<file path="src/rtl/heightmap_vertex_normal_stream_assert.svh">
// ----------------------------------------------------------------------------
// Heightmap vertex normal stream: assertion macros
// Concurrent checks with a clock and a synchronous reset; empty in synthesis.
// ----------------------------------------------------------------------------
`ifndef HEIGHTMAP_VERTEX_NORMAL_STREAM_ASSERT_SVH
`define HEIGHTMAP_VERTEX_NORMAL_STREAM_ASSERT_SVH
`ifndef SYNTHESIS
// property holds at every edge outside reset
`define HVNS_ASSERT(lbl, clk, rst, prop) \
   lbl: assert property (@(posedge clk) disable iff (rst) (prop)) \
      else $error("hvns: property failed");
// condition implies a property in the next cycle
`define HVNS_ASSERT_NEXT(lbl, clk, rst, pre, post) \
   lbl: assert property (@(posedge clk) disable iff (rst) (pre) |=> (post)) \
      else $error("hvns: next-cycle property failed");
`else
`define HVNS_ASSERT(lbl, clk, rst, prop)
`define HVNS_ASSERT_NEXT(lbl, clk, rst, pre, post)
`endif
`endif

</file>
<file path="src/rtl/hvns_pkg.sv">
// ----------------------------------------------------------------------------
// hvns_pkg
// Types and constants shared by the heightmap vertex normal stream modules.
// ----------------------------------------------------------------------------
package hvns_pkg;

   // configuration register indexes
   localparam int unsigned CSR_INDEX_BITS = 3;
   localparam logic [CSR_INDEX_BITS-1:0] CSR_GRID_WIDTH   = 3'd0;
   localparam logic [CSR_INDEX_BITS-1:0] CSR_GRID_HEIGHT  = 3'd1;
   localparam logic [CSR_INDEX_BITS-1:0] CSR_VERT_SCALE   = 3'd2;
   localparam logic [CSR_INDEX_BITS-1:0] CSR_SPACING_X    = 3'd3;
   localparam logic [CSR_INDEX_BITS-1:0] CSR_SPACING_Z    = 3'd4;
   localparam logic [15:0] CSR_RESET_VALUE = 16'd256;

   // sequencer step counts
   localparam int unsigned ROOT_STEPS = 32;
   localparam int unsigned DIV_STEPS  = 16;
   localparam int unsigned CNT_BITS   = 5;

   // arithmetic constants
   localparam logic [15:0] NORM_ONE       = 16'd16384;  // 1.0 in Q1.14
   localparam logic [9:0]  Y_TERM         = 10'd512;    // 2.0 in Q.8
   localparam logic [63:0] ROOT_FIRST_BIT = 64'h4000_0000_0000_0000;

   typedef struct packed {
      logic        operation;
      logic [15:0] sample_height;
   } req_type;

   typedef struct packed {
      logic        [9:0]  column;
      logic        [15:0] grid_row;
      logic        [25:0] pos_x;
      logic        [31:0] pos_y;
      logic        [31:0] pos_z;
      logic        [15:0] tex_u;
      logic        [15:0] tex_v;
      logic signed [15:0] normal_x;
      logic        [14:0] normal_y;
      logic signed [15:0] normal_z;
      logic               last_vertex;
   } rsp_type;

   // one line store word: row before last, and last row
   typedef struct packed {
      logic [31:0] older;
      logic [31:0] prev;
   } entry_type;

   typedef enum logic [4:0] {
      ST_IDLE, ST_CUR, ST_RDC, ST_RDL, ST_RDR, ST_CAPR, ST_PREP,
      ST_SQA, ST_SQB, ST_SQC, ST_SQD, ST_ROOT_LD, ST_ROOT,
      ST_DIV_LD, ST_DIV_RUN, ST_DIV_ST, ST_OUT
   } state_type;

   typedef enum logic [2:0] {
      MUL_NONE, MUL_CUR, MUL_SQA, MUL_SQB, MUL_SQC, MUL_PX, MUL_PZ
   } mul_sel_type;

   typedef enum logic [2:0] {
      DIV_NX, DIV_NY, DIV_NZ, DIV_TU, DIV_TV
   } div_sel_type;

   typedef struct packed {
      logic        in_load;
      logic        rd_en;
      logic        cap_c;
      logic        cap_l;
      logic        cap_r;
      logic        mem_wr;
      logic        prep;
      mul_sel_type mul_sel;
      logic        acc_load;
      logic        acc_add;
      logic        root_load;
      logic        root_step;
      logic        div_load;
      logic        div_step;
      logic        div_store;
      div_sel_type div_sel;
      logic        out_load;
      logic        drain;
      logic        low_row;
      logic        edge_l;
      logic        edge_r;
      logic        last;
      logic [15:0] vrow;
   } cmd_type;

endpackage

</file>
<file path="src/rtl/hvns_ctrl.sv">
// ----------------------------------------------------------------------------
// hvns_ctrl
// Sequencer: grid counters, handshakes and the command stream for the datapath.
// ----------------------------------------------------------------------------
`include "heightmap_vertex_normal_stream_assert.svh"

module hvns_ctrl #(
   parameter int AW = 10,
   parameter int WW = 11
) (
   input  logic              clock,
   input  logic              reset,
   input  logic              req_valid,
   input  logic              req_op,
   output logic              req_ready,
   output logic              rsp_valid,
   input  logic              rsp_ready,
   input  logic              cfg_clear,
   input  logic [WW-1:0]     eff_w,
   input  logic [15:0]       eff_h,
   output hvns_pkg::cmd_type cmd,
   output logic [AW-1:0]     rd_addr,
   output logic [AW-1:0]     vcol
);

   hvns_pkg::state_type   state_ff, state_in;
   hvns_pkg::div_sel_type dsel_ff, dsel_in;
   logic [AW-1:0] col_ff, col_in, drn_ff, drn_in, vcol_ff, vcol_in;
   logic [15:0]   row_ff, row_in, vrow_ff, vrow_in;
   logic          drain_ff, drain_in, emit_ff, emit_in, low_ff, low_in;
   logic          el_ff, el_in, er_ff, er_in, last_ff, last_in;
   logic [hvns_pkg::CNT_BITS-1:0] cnt_ff, cnt_in;
   logic          rsp_valid_ff, rsp_valid_in;
   logic [WW-1:0] col_w, col_next, drn_w, drn_next;

   assign col_w    = WW'(col_ff);
   assign col_next = col_w + WW'(1);
   assign drn_w    = WW'(drn_ff);
   assign drn_next = drn_w + WW'(1);

   // next state and commands
   always_comb begin
      state_in     = state_ff;
      col_in       = col_ff;
      row_in       = row_ff;
      drn_in       = drn_ff;
      vcol_in      = vcol_ff;
      vrow_in      = vrow_ff;
      drain_in     = drain_ff;
      emit_in      = emit_ff;
      low_in       = low_ff;
      el_in        = el_ff;
      er_in        = er_ff;
      last_in      = last_ff;
      cnt_in       = cnt_ff;
      dsel_in      = dsel_ff;
      rsp_valid_in = rsp_valid_ff & ~rsp_ready;
      req_ready    = 1'b0;
      rd_addr      = vcol_ff;
      cmd          = '0;
      cmd.mul_sel  = hvns_pkg::MUL_NONE;
      cmd.div_sel  = dsel_ff;
      cmd.drain    = drain_ff;
      cmd.low_row  = low_ff;
      cmd.edge_l   = el_ff;
      cmd.edge_r   = er_ff;
      cmd.last     = last_ff;
      cmd.vrow     = vrow_ff;
      case (state_ff)
         hvns_pkg::ST_IDLE: begin
            req_ready = 1'b1;
            if (req_valid) begin
               cmd.in_load = 1'b1;
               if (!req_op) begin
                  // push: emits the vertex one row above
                  if (row_ff < eff_h && col_w < eff_w) begin
                     vcol_in  = col_ff;
                     vrow_in  = row_ff - 16'd1;
                     drain_in = 1'b0;
                     emit_in  = (row_ff != 16'd0);
                     low_in   = (row_ff < 16'd2);
                     el_in    = (col_ff == '0);
                     er_in    = (col_next >= eff_w);
                     last_in  = 1'b0;
                     if (col_next >= eff_w) begin
                        col_in = '0;
                        row_in = row_ff + 16'd1;
                     end else begin
                        col_in = AW'(col_next);
                     end
                     state_in = hvns_pkg::ST_CUR;
                  end
               end else if (row_ff >= eff_h && drn_w < eff_w) begin
                  // drain: one vertex of the last row
                  vcol_in  = drn_ff;
                  vrow_in  = eff_h - 16'd1;
                  drain_in = 1'b1;
                  emit_in  = 1'b1;
                  low_in   = (eff_h < 16'd2);
                  el_in    = (drn_ff == '0);
                  er_in    = (drn_next >= eff_w);
                  last_in  = (drn_next >= eff_w);
                  if (drn_next >= eff_w) begin
                     col_in = '0;
                     row_in = '0;
                     drn_in = '0;
                  end else begin
                     drn_in = AW'(drn_next);
                  end
                  state_in = hvns_pkg::ST_RDC;
               end
            end
         end
         hvns_pkg::ST_CUR: begin
            cmd.rd_en   = 1'b1;
            cmd.mul_sel = hvns_pkg::MUL_CUR;
            state_in    = hvns_pkg::ST_RDL;
         end
         hvns_pkg::ST_RDC: begin
            cmd.rd_en = 1'b1;
            state_in  = hvns_pkg::ST_RDL;
         end
         hvns_pkg::ST_RDL: begin
            cmd.cap_c  = 1'b1;
            cmd.mem_wr = ~drain_ff;
            cmd.rd_en  = 1'b1;
            rd_addr    = vcol_ff - AW'(1);
            state_in   = emit_ff ? hvns_pkg::ST_RDR : hvns_pkg::ST_IDLE;
         end
         hvns_pkg::ST_RDR: begin
            cmd.cap_l = 1'b1;
            cmd.rd_en = 1'b1;
            rd_addr   = vcol_ff + AW'(1);
            state_in  = hvns_pkg::ST_CAPR;
         end
         hvns_pkg::ST_CAPR: begin
            cmd.cap_r = 1'b1;
            state_in  = hvns_pkg::ST_PREP;
         end
         hvns_pkg::ST_PREP: begin
            cmd.prep = 1'b1;
            state_in = hvns_pkg::ST_SQA;
         end
         hvns_pkg::ST_SQA: begin
            cmd.mul_sel = hvns_pkg::MUL_SQA;
            state_in    = hvns_pkg::ST_SQB;
         end
         hvns_pkg::ST_SQB: begin
            cmd.mul_sel  = hvns_pkg::MUL_SQB;
            cmd.acc_load = 1'b1;
            state_in     = hvns_pkg::ST_SQC;
         end
         hvns_pkg::ST_SQC: begin
            cmd.mul_sel = hvns_pkg::MUL_SQC;
            cmd.acc_add = 1'b1;
            state_in    = hvns_pkg::ST_SQD;
         end
         hvns_pkg::ST_SQD: begin
            cmd.mul_sel = hvns_pkg::MUL_PX;
            cmd.acc_add = 1'b1;
            state_in    = hvns_pkg::ST_ROOT_LD;
         end
         hvns_pkg::ST_ROOT_LD: begin
            cmd.mul_sel   = hvns_pkg::MUL_PZ;
            cmd.root_load = 1'b1;
            cnt_in        = '0;
            state_in      = hvns_pkg::ST_ROOT;
         end
         hvns_pkg::ST_ROOT: begin
            cmd.root_step = 1'b1;
            cnt_in        = cnt_ff + 1'b1;
            if (cnt_ff == hvns_pkg::CNT_BITS'(hvns_pkg::ROOT_STEPS - 1)) begin
               dsel_in  = hvns_pkg::DIV_NX;
               state_in = hvns_pkg::ST_DIV_LD;
            end
         end
         hvns_pkg::ST_DIV_LD: begin
            cmd.div_load = 1'b1;
            cnt_in       = '0;
            state_in     = hvns_pkg::ST_DIV_RUN;
         end
         hvns_pkg::ST_DIV_RUN: begin
            cmd.div_step = 1'b1;
            cnt_in       = cnt_ff + 1'b1;
            if (cnt_ff == hvns_pkg::CNT_BITS'(hvns_pkg::DIV_STEPS - 1)) begin
               state_in = hvns_pkg::ST_DIV_ST;
            end
         end
         hvns_pkg::ST_DIV_ST: begin
            cmd.div_store = 1'b1;
            state_in      = hvns_pkg::ST_DIV_LD;
            case (dsel_ff)
               hvns_pkg::DIV_NX: dsel_in = hvns_pkg::DIV_NY;
               hvns_pkg::DIV_NY: dsel_in = hvns_pkg::DIV_NZ;
               hvns_pkg::DIV_NZ: dsel_in = hvns_pkg::DIV_TU;
               hvns_pkg::DIV_TU: dsel_in = hvns_pkg::DIV_TV;
               default:          state_in = hvns_pkg::ST_OUT;
            endcase
         end
         hvns_pkg::ST_OUT: begin
            // wait for the output register to be free
            if (!rsp_valid_ff || rsp_ready) begin
               cmd.out_load = 1'b1;
               rsp_valid_in = 1'b1;
               state_in     = hvns_pkg::ST_IDLE;
            end
         end
         default: state_in = hvns_pkg::ST_IDLE;
      endcase
      // register write restarts the stream
      if (cfg_clear) begin
         col_in = '0;
         row_in = '0;
         drn_in = '0;
      end
   end

   // state and counters
   always_ff @(posedge clock) begin
      if (reset) begin
         state_ff     <= hvns_pkg::ST_IDLE;
         dsel_ff      <= hvns_pkg::DIV_NX;
         col_ff       <= '0;
         row_ff       <= '0;
         drn_ff       <= '0;
         vcol_ff      <= '0;
         vrow_ff      <= '0;
         drain_ff     <= 1'b0;
         emit_ff      <= 1'b0;
         low_ff       <= 1'b0;
         el_ff        <= 1'b0;
         er_ff        <= 1'b0;
         last_ff      <= 1'b0;
         cnt_ff       <= '0;
         rsp_valid_ff <= 1'b0;
      end else begin
         state_ff     <= state_in;
         dsel_ff      <= dsel_in;
         col_ff       <= col_in;
         row_ff       <= row_in;
         drn_ff       <= drn_in;
         vcol_ff      <= vcol_in;
         vrow_ff      <= vrow_in;
         drain_ff     <= drain_in;
         emit_ff      <= emit_in;
         low_ff       <= low_in;
         el_ff        <= el_in;
         er_ff        <= er_in;
         last_ff      <= last_in;
         cnt_ff       <= cnt_in;
         rsp_valid_ff <= rsp_valid_in;
      end
   end

   assign rsp_valid = rsp_valid_ff;
   assign vcol      = vcol_ff;

   `HVNS_ASSERT(a_col_in_grid, clock, reset, col_w < eff_w)
   `HVNS_ASSERT(a_drain_in_grid, clock, reset, drn_w < eff_w)
   `HVNS_ASSERT(a_no_result_lost, clock, reset, !cmd.out_load || !rsp_valid_ff || rsp_ready)
   `HVNS_ASSERT_NEXT(a_root_runs_full, clock, reset, state_ff == hvns_pkg::ST_ROOT && cnt_ff != hvns_pkg::CNT_BITS'(hvns_pkg::ROOT_STEPS - 1), state_ff == hvns_pkg::ST_ROOT)

endmodule

</file>
<file path="config.mk">
export PLATFORM = sky130hd
export DESIGN_NAME = hvns_ctrl
export DESIGN_NICKNAME = d
export VERILOG_FILES = /design/src/rtl/hvns_pkg.sv /design/src/rtl/hvns_ctrl.sv
export VERILOG_INCLUDE_DIRS = /design/src /design/src/rtl
export SDC_FILE = /design/constraint.sdc
export NUM_CORES = 1
export LEC_CHECK = 0
export CORE_ASPECT_RATIO = 2
export CORE_MARGIN = 10
export CORE_UTILIZATION = 50
export DETAILED_ROUTE_END_ITERATION = 7
export DONT_BUFFER_PORTS = 1
export PLACE_DENSITY = 0.67
export SYNTH_ARGS = -nofsm -noshare
export SYNTH_HDL_FRONTEND = slang
export SYNTH_SLANG_ARGS = --single-unit
</file>
<file path="constraint.sdc">
create_clock -name clock -period 9.8 [get_ports clock]
set_clock_uncertainty 0.05 [all_clocks]
set_input_delay 0.49 -clock clock [delete_from_list [all_inputs] [get_ports clock]]
set_output_delay 0.49 -clock clock [all_outputs]
set_load 0.01 [all_outputs]
</file>
After elaboration in Yosys (flattened, before gate mapping):

Index checks and enable logic that the tools add are counted.

* register bits after elaboration: 82
* input port bits: 33
* output and inout bits: 64
* word-level logic and storage cells: 158

* add/sub/neg operators: 8
* order comparisons: 8
* equal/unequal tests: 30
* muxes and demuxes: 68
* bitwise gates (word level): 3
* reduce and logical (&&, ||, !) cells: 26

Operators by type and width (count)
* $mux 16: 8
* $mux 10: 9
* $pmux 5 s16: 1
* $eq 5x4->1 const B: 9
* $mux 5: 8
* $mux 1: 35
* $lt 16x2->1 const B: 2
* $sub 16x1->16 const B: 2
* $add 10x1->11 const B: 2
* $ge 11x11->1: 2
* $lt 10x11->1: 2
* $eq 5x3->1 const B: 4
* $logic_not 10->1: 2
* $pmux 10 s2: 1
* $pmux 3 s6: 1
* $add 16x1->16 const B: 1
* $ge 16x16->1: 1
* $lt 16x16->1: 1
* $reduce_bool 16->1: 1
* $pmux 3 s4: 1
* $reduce_and 6->1: 2
* $add 10x1->10 const B: 1
* $eq 5x2->1 const B: 2
* $eq 5x5->1 const B: 2
* 25 further kinds: 43

Depth between registers and ports, before layout:

Gate-level depths: netlist of the first run.

* depth after elaboration: 6
* depth in mapped cells: 16

Worst setup path before layout of the first run:

No wires, ideal clock.

* path type: reg-to-output
* start: reg state_ff[4]
* end: out rd_addr[9]
* data arrival time: 3184 ps
* slack: 6076 ps
* stages on the path, launching flop included: 14
* cells stage by stage: dfxtp_1 > clkbuf_1 > or3_1 > nor2_1 > inv_1 > ha_1 > a21o_1 > a21oi_1 > nor2b_1 > o21a_1 > o41ai_1 > o21ai_0 > mux2i_1 > xnor2_1

* longest elaborated chain between the ends: 2

RTL lines
* start, declared: line hvns_ctrl.sv:26 `hvns_pkg::state_type state_ff, state_in;`
* start signal, assigned: line hvns_ctrl.sv:221 `state_ff <= hvns_pkg::ST_IDLE;`
* start signal, assigned: line hvns_ctrl.sv:237 `state_ff <= state_in;`
* $eq 5x3->1 or $eq 5x2->1 (tied branches): line hvns_ctrl.sv:69 `case (state_ff)`
* $pmux 10 s2 *: line hvns_ctrl.sv:69
* end, declared: line hvns_ctrl.sv:22 `output logic [AW-1:0] rd_addr,`

Every way passes the cells marked *; elsewhere a longest branch is shown, timed or not.

Worst setup path in the final report of the first run:

* start: reg state_ff[2]
* end: out rd_addr[9]

The elaborated chain is that of the path after synthesis.

==> out/results.txt, run 1 <==
# Post-CTS Setup Buffers -> 0
fraction of registers with async set/reset -> 0
TritonRoute pass-1 iters -> 5
CTS HTree Levels -> 3
Max Freq -> 212 MHz
cell total after placement -> 950
Area Overhead vs Synth -> 4.66%
yosys warns -> 0
commonest non-fill, non-tap cell in the layout -> nor2_1
Max VDD drop -> 72.5 uV
# DRC -> 0
leading area contributor after synthesis -> dfxtp_1
vias per cell -> 6.30
core area -> 13400 sq um
Unique masters post-synth -> 60
Min-Delay Path Class -> in -> reg
Final Max Tran Viols -> 0
sequential share of the synthesized area -> 0.244
Crit path required time -> 9260 ps
R2R Path Start -> drn_ff[0]
DIE HEIGHT -> 184 um
RSZ-0062 raised after global routing -> no
Worst Hold Launch -> reset
hpwl dp -> 14.8 mm
Reg clk slew, reported paths -> 60 ps
Worst Setup SP -> state_ff[2]
placer congestion estimate -> 0.926
Root Driver -> clkbuf_16
Filler cells -> 1249
Critical Path Fanout Max -> 19
layout cells sized above 1 -> 0.0715
antenna violations before repair -> 0
TritonCTS clock tree -> done
diode count -> 0
Static Leak -> 2.92 nW
initial DRC count -> 258
Non-Filler Instances -> 966
Initial Util -> 0.504
worst skew pair latency -> 340 ps
Avg Inst Size Synth -> 8.04 sq um
Worst Tran Pin Value -> 1180 ps
total negative slack -> 0 ps
die area -> 18800 sq um
Setup CP Type -> reg -> out
power per cell area -> 124 nW/um^2
Post-Syn Area -> 6730 sq um
dominant cells by area after synthesis -> dfxtp_1 24%, ha_1 14%, mux2i_1 7.0%
gr usage total -> 0.203
Final period util -> 0.482
total wire length -> 19.2 mm
Slew HR -> 0.212
first-pass GRT wire length -> 30.6 mm
commonest non-fill, non-tap cells in the layout -> 101 x nor2_1, 82 x dfxtp_1, 76 x ha_1, 55 x nand2_1, 49 x a21oi_1
Critical Path End Type -> output port
clock buffer depth -> 2
port buffer count -> 0
number of max-cap violations -> 0
Worst setup SP type -> flop
cell row count -> 60
IO Pins -> 97
final hold violations -> 0
share of the synthesized area in the top cell type -> 0.244
Synth Register Bits -> 82
GRT overflow -> 0
Clock Sinks -> 82
cts hold-fix bufs -> 0
number of synthesized flops with an enable pin -> 0
Die Wd -> 102 um
layout net count -> 916
Critical Path AT -> 4180 ps
CTS buffer count -> 9
endpoints failing setup -> 0
vias in the first global route -> 6205
vias -> 6088
syn nets -> 948
status -> finished, final reports clean
post-route ant nets -> 0
DR WL/cell -> 19.9 um
cts repair resizes -> 0
largest net degree at the start of global routing -> 71
Post-synth top flop -> dfxtp_1
cell count after synthesis -> 838
Final min period -> 4720 ps
path summary, 6_finish.rpt:
| path | cells after the start | slack (ps) | endpoint |
|---|---|---|---|
| max | 12 | 5080 | rd_addr[9] |
| min | 1 | 200 | vcol[8] |
| max reg2reg | 13 | 5930 | col_ff[0] |
| min reg2reg | 2 | 450 | cnt_ff[3] |
through the flow:
step | util | instance area [sq um] | hold slack (ps) | power (mW) | setup WS, ps
floorplan | - | 6730 | 396 | 0.488 | 6080
global placement | 0.503 | 6720 | 419 | 0.503 | 5630
detailed placement | 0.503 | 6720 | 440 | 0.509 | 5480
CTS | 0.527 | 7050 | 176 | 0.882 | 5110
global route | 0.527 | 7050 | 186 | 0.913 | 4780
finish | 0.527 | 7050 | 204 | 0.877 | 5080
layer usage:
layer / wire, um / GRT usage
met5: 0 / 0
met1: 6710 / 0.190
met4: 837 / 0.107
met3: 903 / 0.0386
met2: 10700 / 0.392
state kept, by name, summed over array words and instances, names as in the netlist:
name       count
row_ff        16
vrow_ff       16
col_ff        10
drn_ff        10
vcol          10
cnt_ff         5
state_ff       5
dsel_ff        3
drain_ff       1
el_ff          1
emit_ff        1
er_ff          1
last_ff        1
low_ff         1
rsp_valid      1
final cells by class:
class	instances	area [sq um]	share of cell area
inverter	45	169	0.0240
clock inverter	7	98.8	0.0140
timing repair buffer	4	30.0	0.00426
clock buffer	9	225	0.0320
sequential	82	1640	0.233
multi-input combinational	664	4690	0.665
tap	155	194	0.0275
power breakdown:
group	leakage [nW]	switching (mW)	internal (mW)
clock	0.162	0.150	0.226
sequential	0.664	0.0184	0.343
combinational	2.10	0.0822	0.0570
synthesized netlist by cell type, types with 13 or more instances:
master / number
and3_1: 20
nand2b_1: 13
dfxtp_1: 82
nand3_1: 26
nor2_1: 101
nor4_1: 13
clkbuf_1: 25
a21oi_1: 50
mux2i_1: 47
xnor2_1: 19
nor3_1: 27
nand2_1: 55
ha_1: 76
o21ai_0: 39
xor2_1: 23
inv_1: 45
critical path, stage by stage (launching register included):
cell and delay [ps]:
dfxtp_1 760, nand2b_1 260, nor2_1 410, inv_1 290, ha_1 360, a21o_1 170, a21oi_1 220, nor2b_1 80
o21a_1 190, o41ai_1 420, o21ai_0 200, mux2i_1 160, xnor2_1 320
cell families (layout without fill, tap and decap cells):
kind of cell | count (synthesis) | in the layout | synth area share
AOI/OAI and AO/OA | 173 | 173 | 0.177
muxes | 51 | 51 | 0.0766
buffers and inverters | 92 | 65 | 0.0604
adders and majority gates | 77 | 77 | 0.144
DFF | 82 | 82 | 0.244
and+or+nand+nor | 321 | 321 | 0.244
xor gates and xnor gates | 42 | 42 | 0.0546
Power figures use the tool's default switching activity.
==> inputs of run 2 (changes only) <==
--- a/config.mk
+++ b/config.mk
@@ -11,7 +11,7 @@
 export CORE_UTILIZATION = 50
 export DETAILED_ROUTE_END_ITERATION = 7
 export DONT_BUFFER_PORTS = 1
-export PLACE_DENSITY = 0.67
+export PLACE_DENSITY = 0.7
 export SYNTH_ARGS = -nofsm -noshare
 export SYNTH_HDL_FRONTEND = slang
 export SYNTH_SLANG_ARGS = --single-unit
==> constraint.sdc (replaced) <==
create_clock -name clock -period 4 [get_ports clock]
set_clock_uncertainty 0.05 [all_clocks]
set_input_delay 0.2 -clock clock [delete_from_list [all_inputs] [get_ports clock]]
set_output_delay 0.2 -clock clock [all_outputs]
set_load 0.01 [all_outputs]
==> run 2 against run 1 <==
  * Highest routed layer unchanged
  * First-iteration DRC count grew 10%
  * Sequential power grew 140%
  * Critical path type is now reg -> reg
  * Via count is essentially flat
==> out/results.txt, run 2 (synthesis gave the netlist of run 1 again) <==
Area Overhead vs Synth -> 7.40%
Root Driver -> clkbuf_16
final core occ -> 0.541
M2 GR Usage -> 0.386
top flop regs -> row_ff: 16 flops, vrow_ff: 16 flops
commonest non-fill, non-tap cell in the layout -> nor2_1
post-route ant nets -> 0
cell row count -> 60
diode count -> 0
core area -> 13400 sq um
largest net degree at the start of global routing -> 71
placer congestion estimate -> 0.935
port buffer count -> 0
CP max stage delay -> 480 ps
layout cells sized above 1 -> 0.0963
RSZ-0062 raised after global routing -> no
status -> finished, final reports clean
Setup CP Type -> reg -> reg
initial DRC count -> 284
Initial Util -> 0.504
Reg clk slew, reported paths -> 70 ps
Max VDD drop -> 227 uV
met3 Use GR -> 0.0458
worst skew pair latency -> 350 ps
# Post-CTS Setup Buffers -> 0
Die Wd -> 102 um
clock buffer depth -> 2
layer with the highest usage -> met2
Slew HR -> 0.198
hold slack final -> 6.80 ps
Critical Path AT -> 3990 ps
Crit path required time -> 4240 ps
TritonRoute pass-1 iters -> 6
CP cell instances -> ha_1, and3_1, and3_1, xor2_1, ha_1, o21ai_0, o21ai_0, a21oi_1, o31ai_1, o2111ai_1, a21oi_2, nor2b_1, a31o_2
antenna violations before repair -> 0
register area -> 1640 sq um
CTS HTree Levels -> 3
Psw -> 627 uW
Final Max Tran Viols -> 0
Filler cells -> 1259
Critical Path Fanout Max -> 9
Final min period -> 3750 ps
endpoints failing setup -> 0
TritonCTS clock tree -> done
grt met1 use -> 0.195
Power Total -> 2.12 mW
power per cell area -> 293 nW/um^2
vias -> 6092
Min-Delay Path Class -> in -> reg
# DRC -> 0
DR WL/cell -> 19.4 um
Comb power frac -> 0.176
hpwl dp -> 14.8 mm
CTS buffer count -> 9
Cell Int Power -> 1.49 mW
Max Freq -> 267 MHz
commonest non-fill, non-tap cells in the layout -> 100 x nor2_1, 82 x dfxtp_1, 76 x ha_1, 55 x nand2_1, 49 x a21oi_1
vias in the first global route -> 5913
Worst Tran Pin Value -> 1200 ps
sequential power share -> 0.414
final hold violations -> 0
multi-input logic area -> 4710 sq um
number of max-cap violations -> 0
total negative slack -> 0 ps
DIE HEIGHT -> 184 um
Final period util -> 0.936
Critical Path End Type -> flop
die area -> 18800 sq um
total wire length -> 19.2 mm
gr usage total -> 0.206
CP max-delay cell -> a21oi_2
first-pass GRT wire length -> 30.8 mm
IO Pins -> 97
clock power share -> 0.410
GRT overflow -> 0
vias per cell -> 6.18
Worst setup SP type -> flop
Sw Share -> 0.296
Clock Sinks -> 82
layout net count -> 936
Static Leak -> 3.03 nW
[run 2: cell count changes in the layout (fill, tap and decap cells not counted), sizes merged]
| cell | before | now |
|---|---|---|
| bufinv | 2 | 1 |
| inv | 48 | 47 |
| dlygate4sd3 | 0 | 1 |
| buf | 4 | 23 |
| clkinvlp | 0 | 2 |
[run 2: final timing paths]
| path | startpoint | to | slack (ps) | depth (start not counted) |
|---|---|---|---|---|
| worst max-delay path | drn_ff[1] | col_ff[0] | 250 | 13 |
| worst min-delay path | rsp_ready | rsp_valid | 7 | 3 |
| worst max register to register | drn_ff[1] | col_ff[0] | 250 | 13 |
| worst min register to register | cnt_ff[3] | cnt_ff[3] | 450 | 2 |
[run 2: timing repair]
item	CTS	global route
gates resized for setup	0	4
hold buffers	2	0
setup endpoints to repair	0	2
hold endpoints to repair	47	0
[run 2: per-layer routing]
metal,up-vias,share of wire,wire [um]
met5,-,0,0
li1,2999,-,-
met2,165,0.55,10500
met4,0,0.057,1080
met1,2873,0.34,6560
met3,55,0.051,978
[run 2: area by class of cell]
class,count,area share
inverter,45,0.0234
clock buffer,9,0.0311
clock inverter,7,0.0121
sequential,82,0.227
multi-input combinational,664,0.651
timing repair buffer,24,0.0287
tap,155,0.0268
[run 2: critical path, delay by kind of cell (launching register included)]
family / cells / cell delay, ps
AOI/OAI and AO/OA: 7 / 1640
xor gates and xnor gates: 1 / 100
adders and majority gates: 2 / 560
DFF: 1 / 430
and+or+nand+nor: 3 / 900
[run 2: metrics by stage]
step / std cells / worst slack, ps / area [sq um]
finish: 986 / 255 / 7230
global placement: 968 / 391 / 6870
floorplan: 838 / 566 / 6730
CTS: 986 / 59.4 / 7210
detailed placement: 968 / 338 / 6870
global route: 986 / 5.79 / 7230
[run 2: power groups by stage]
stage | registers [mW] | logic [mW] | clock network, mW
CTS | 0.878 | 0.371 | 0.885
detailed placement | 0.897 | 0.357 | 0
floorplan | 0.886 | 0.310 | 0
global placement | 0.897 | 0.351 | 0
global route | 0.879 | 0.418 | 0.923
finish | 0.876 | 0.373 | 0.867
==> inputs of run 3 (changes only) <==
--- a/config.mk
+++ b/config.mk
@@ -6,8 +6,9 @@
 export SDC_FILE = /design/constraint.sdc
 export NUM_CORES = 1
 export LEC_CHECK = 0
+export ABC_AREA = 1
 export CORE_ASPECT_RATIO = 2
-export CORE_MARGIN = 10
+export CORE_MARGIN = 5
 export CORE_UTILIZATION = 50
 export DETAILED_ROUTE_END_ITERATION = 7
 export DONT_BUFFER_PORTS = 1
==> run 3 against run 2 <==
  * Via count up 12%
  * Synthesized cell count rose by 25%
  * Largest power group unchanged
  * Non-clock buffer count fell by 16
  * Die area is 14% lower
  * Register-to-register slack gained 310 ps
  * Critical endpoint is now row_ff[12]
  * Sequential power increased by 1%
  * Routed wire length is 2.1% higher
  * Largest cell class unchanged
  * Critical path depth is 7 higher
  * Power up 2.8%
==> out/results.txt, run 3 <==
TritonCTS clock tree -> done
fraction of registers with async set/reset -> 0
Synth Area in Compound Gates -> 0.142
Post-synth top flop -> dfxtp_1
gr usage total -> 0.244
commonest non-fill, non-tap cells in the layout -> 236 x nand2_1, 147 x nor2_1, 119 x inv_1, 91 x a21oi_1, 82 x dfxtp_1
Slew HR -> 0.268
dominant cells by area after synthesis -> dfxtp_1 24%, ha_1 14%, nand2_1 13%
Critical Path AT -> 3620 ps
clock buffer depth -> 2
core area -> 13400 sq um
cell count after synthesis -> 1050
GRT overflow -> 0
Avg Inst Size Synth -> 6.50 sq um
Critical Path End Type -> flop
Area Overhead vs Synth -> 5.44%
commonest non-fill, non-tap cell in the layout -> nand2_1
cell total after placement -> 1177
die area -> 16200 sq um
TritonRoute pass-1 iters -> 5
# Post-CTS Setup Buffers -> 0
initial DRC count -> 331
endpoints failing setup -> 0
antenna violations before repair -> 0
Max Freq -> 291 MHz
Synth Area in Adders -> 0.142
diode count -> 0
worst skew pair latency -> 340 ps
syn nets -> 1160
placer congestion estimate -> 0.951
final core occ -> 0.536
hpwl dp -> 15.4 mm
vias -> 6835
number of max-cap violations -> 0
Root Driver -> clkbuf_16
Post-Synth Simple-Gate Area -> 0.334
DR WL/cell -> 16.4 um
total wire length -> 19.6 mm
Post-Syn Area -> 6830 sq um
Post-Synth XOR/XNOR Area -> 0.0411
share of the synthesized area in the top cell type -> 0.241
first-pass GRT wire length -> 31.8 mm
Crit path required time -> 4190 ps
port buffer count -> 0
cell row count -> 60
Die Wd -> 92.6 um
post-route ant nets -> 0
top cells by count, synth -> 236 x nand2_1, 147 x nor2_1, 119 x inv_1
# DRC -> 0
Clock Sinks -> 82
leading area contributor after synthesis -> dfxtp_1
CTS buffer count -> 9
layout cells sized above 1 -> 0.0500
Initial Util -> 0.508
largest family of logic cells by synthesized area -> simple AND/OR/NAND/NOR gates
sequential share of the synthesized area -> 0.241
Filler cells -> 1395
Max VDD drop -> 177 uV
layout net count -> 1144
Min-Delay Path Class -> in -> reg
Final min period -> 3440 ps
Synth Register Bits -> 82
final hold violations -> 0
CTS HTree Levels -> 3
top flop regs -> row_ff: 16 flops, vrow_ff: 16 flops
DIE HEIGHT -> 175 um
Final period util -> 0.860
power per cell area -> 302 nW/um^2
vias per cell -> 5.72
number of synthesized flops with an enable pin -> 0
Worst Tran Pin Value -> 1100 ps
status -> finished, final reports clean
Unique masters post-synth -> 46
Critical Path Fanout Max -> 19
Worst setup SP type -> flop
IO Pins -> 97
largest net degree at the start of global routing -> 65
total negative slack -> 0 ps
multiplexer share of the synthesized area -> 0
Static Leak -> 3.28 nW
Non-Filler Instances -> 1194
yosys warns -> 0
Reg clk slew, reported paths -> 70 ps
Setup CP Type -> reg -> reg
RSZ-0062 raised after global routing -> no
Final Max Tran Viols -> 0
vias in the first global route -> 6688
most frequent cell after synthesis -> nand2_1
-- run 3: changes by cell type in the layout (fill, tap and decap cells not counted), sizes merged, moves of 36 or more --
cell / before / now
a21oi: 52 / 94
nand2: 55 / 240
mux2i: 47 / 0
nor2: 101 / 152
inv: 47 / 129
nand3: 26 / 62
-- run 3: path summary, 6_finish.rpt --
| path | endpoint | slack (ps) | cells past startpoint | from |
|---|---|---|---|---|
| min reg2reg | cnt_ff[3] | 420 | 2 | cnt_ff[3] |
| min | rsp_valid | 10 | 3 | rsp_ready |
| max | row_ff[12] | 560 | 20 | col_ff[0] |
| max reg2reg | row_ff[12] | 560 | 20 | col_ff[0] |
-- run 3: critical path, cell delays in order, from the launching register on --
cell     delay, ps
dfxtp_1        430
ha_1           240
nand2_1         70
nor2_1         190
nand2_1        120
nor2_1         140
nand2_1         80
nand2_1         70
nand2_1         80
ha_1           300
nand2_1         60
nor2_1         140
nand4_1        100
nor2_1         200
nor2_4          90
nand2_2        120
nand2_1         90
nand2_2        100
nand3_2        350
o21ai_0        280
nor2_1          50
-- run 3: through the flow --
stage	setup WS (ps)	total power, mW	hold slack [ps]	instance area (sq um)
floorplan	1110	1.24	337	6830
global placement	647	1.30	219	6870
detailed placement	567	1.31	219	6870
CTS	552	2.19	0.498	7200
global route	213	2.28	22.5	7200
finish	561	2.18	11.8	7200
-- run 3: power breakdown --
group / switching [mW] / internal (mW) / total, mW
Clock: 0.374 / 0.510 / 0.884
Combinational: 0.284 / 0.123 / 0.407
Sequential: 0.0371 / 0.848 / 0.885
-- run 3: area by class of cell --
type	instances	area, sq um	share of cell area
Clock buffer	10	239	0.0332
Clock inverter	6	72.6	0.0101
Inverter	126	473	0.0657
Multi-Input combinational cell	807	4500	0.626
Sequential cell	82	1640	0.228
Tap cell	155	194	0.0269
Timing Repair Buffer	8	72.6	0.0101
-- run 3: layer usage --
layer  track usage  vias to the layer above  wire length (um)
li1              -                     3431                 -
met1         0.234                     3134              6850
met2         0.482                      199             10800
met3        0.0366                       71               902
met4         0.128                        0              1030
met5             0                        -                 0
-- run 3: what timing repair did --
action	in CTS	in global routing
hold buffers	1	0
gates resized for setup	0	0
hold endpoints to repair	28	0
endpoints found under the setup margin	0	0
-- run 3: logic make-up (layout without fill, tap and decap cells) --
kind of cell,after synthesis,in the layout
and+or+nand+nor,521,521
adders and majority gates,77,77
buffers and inverters,161,150
DFF,82,82
AOI/OAI and AO/OA,177,177
xor gates and xnor gates,32,32
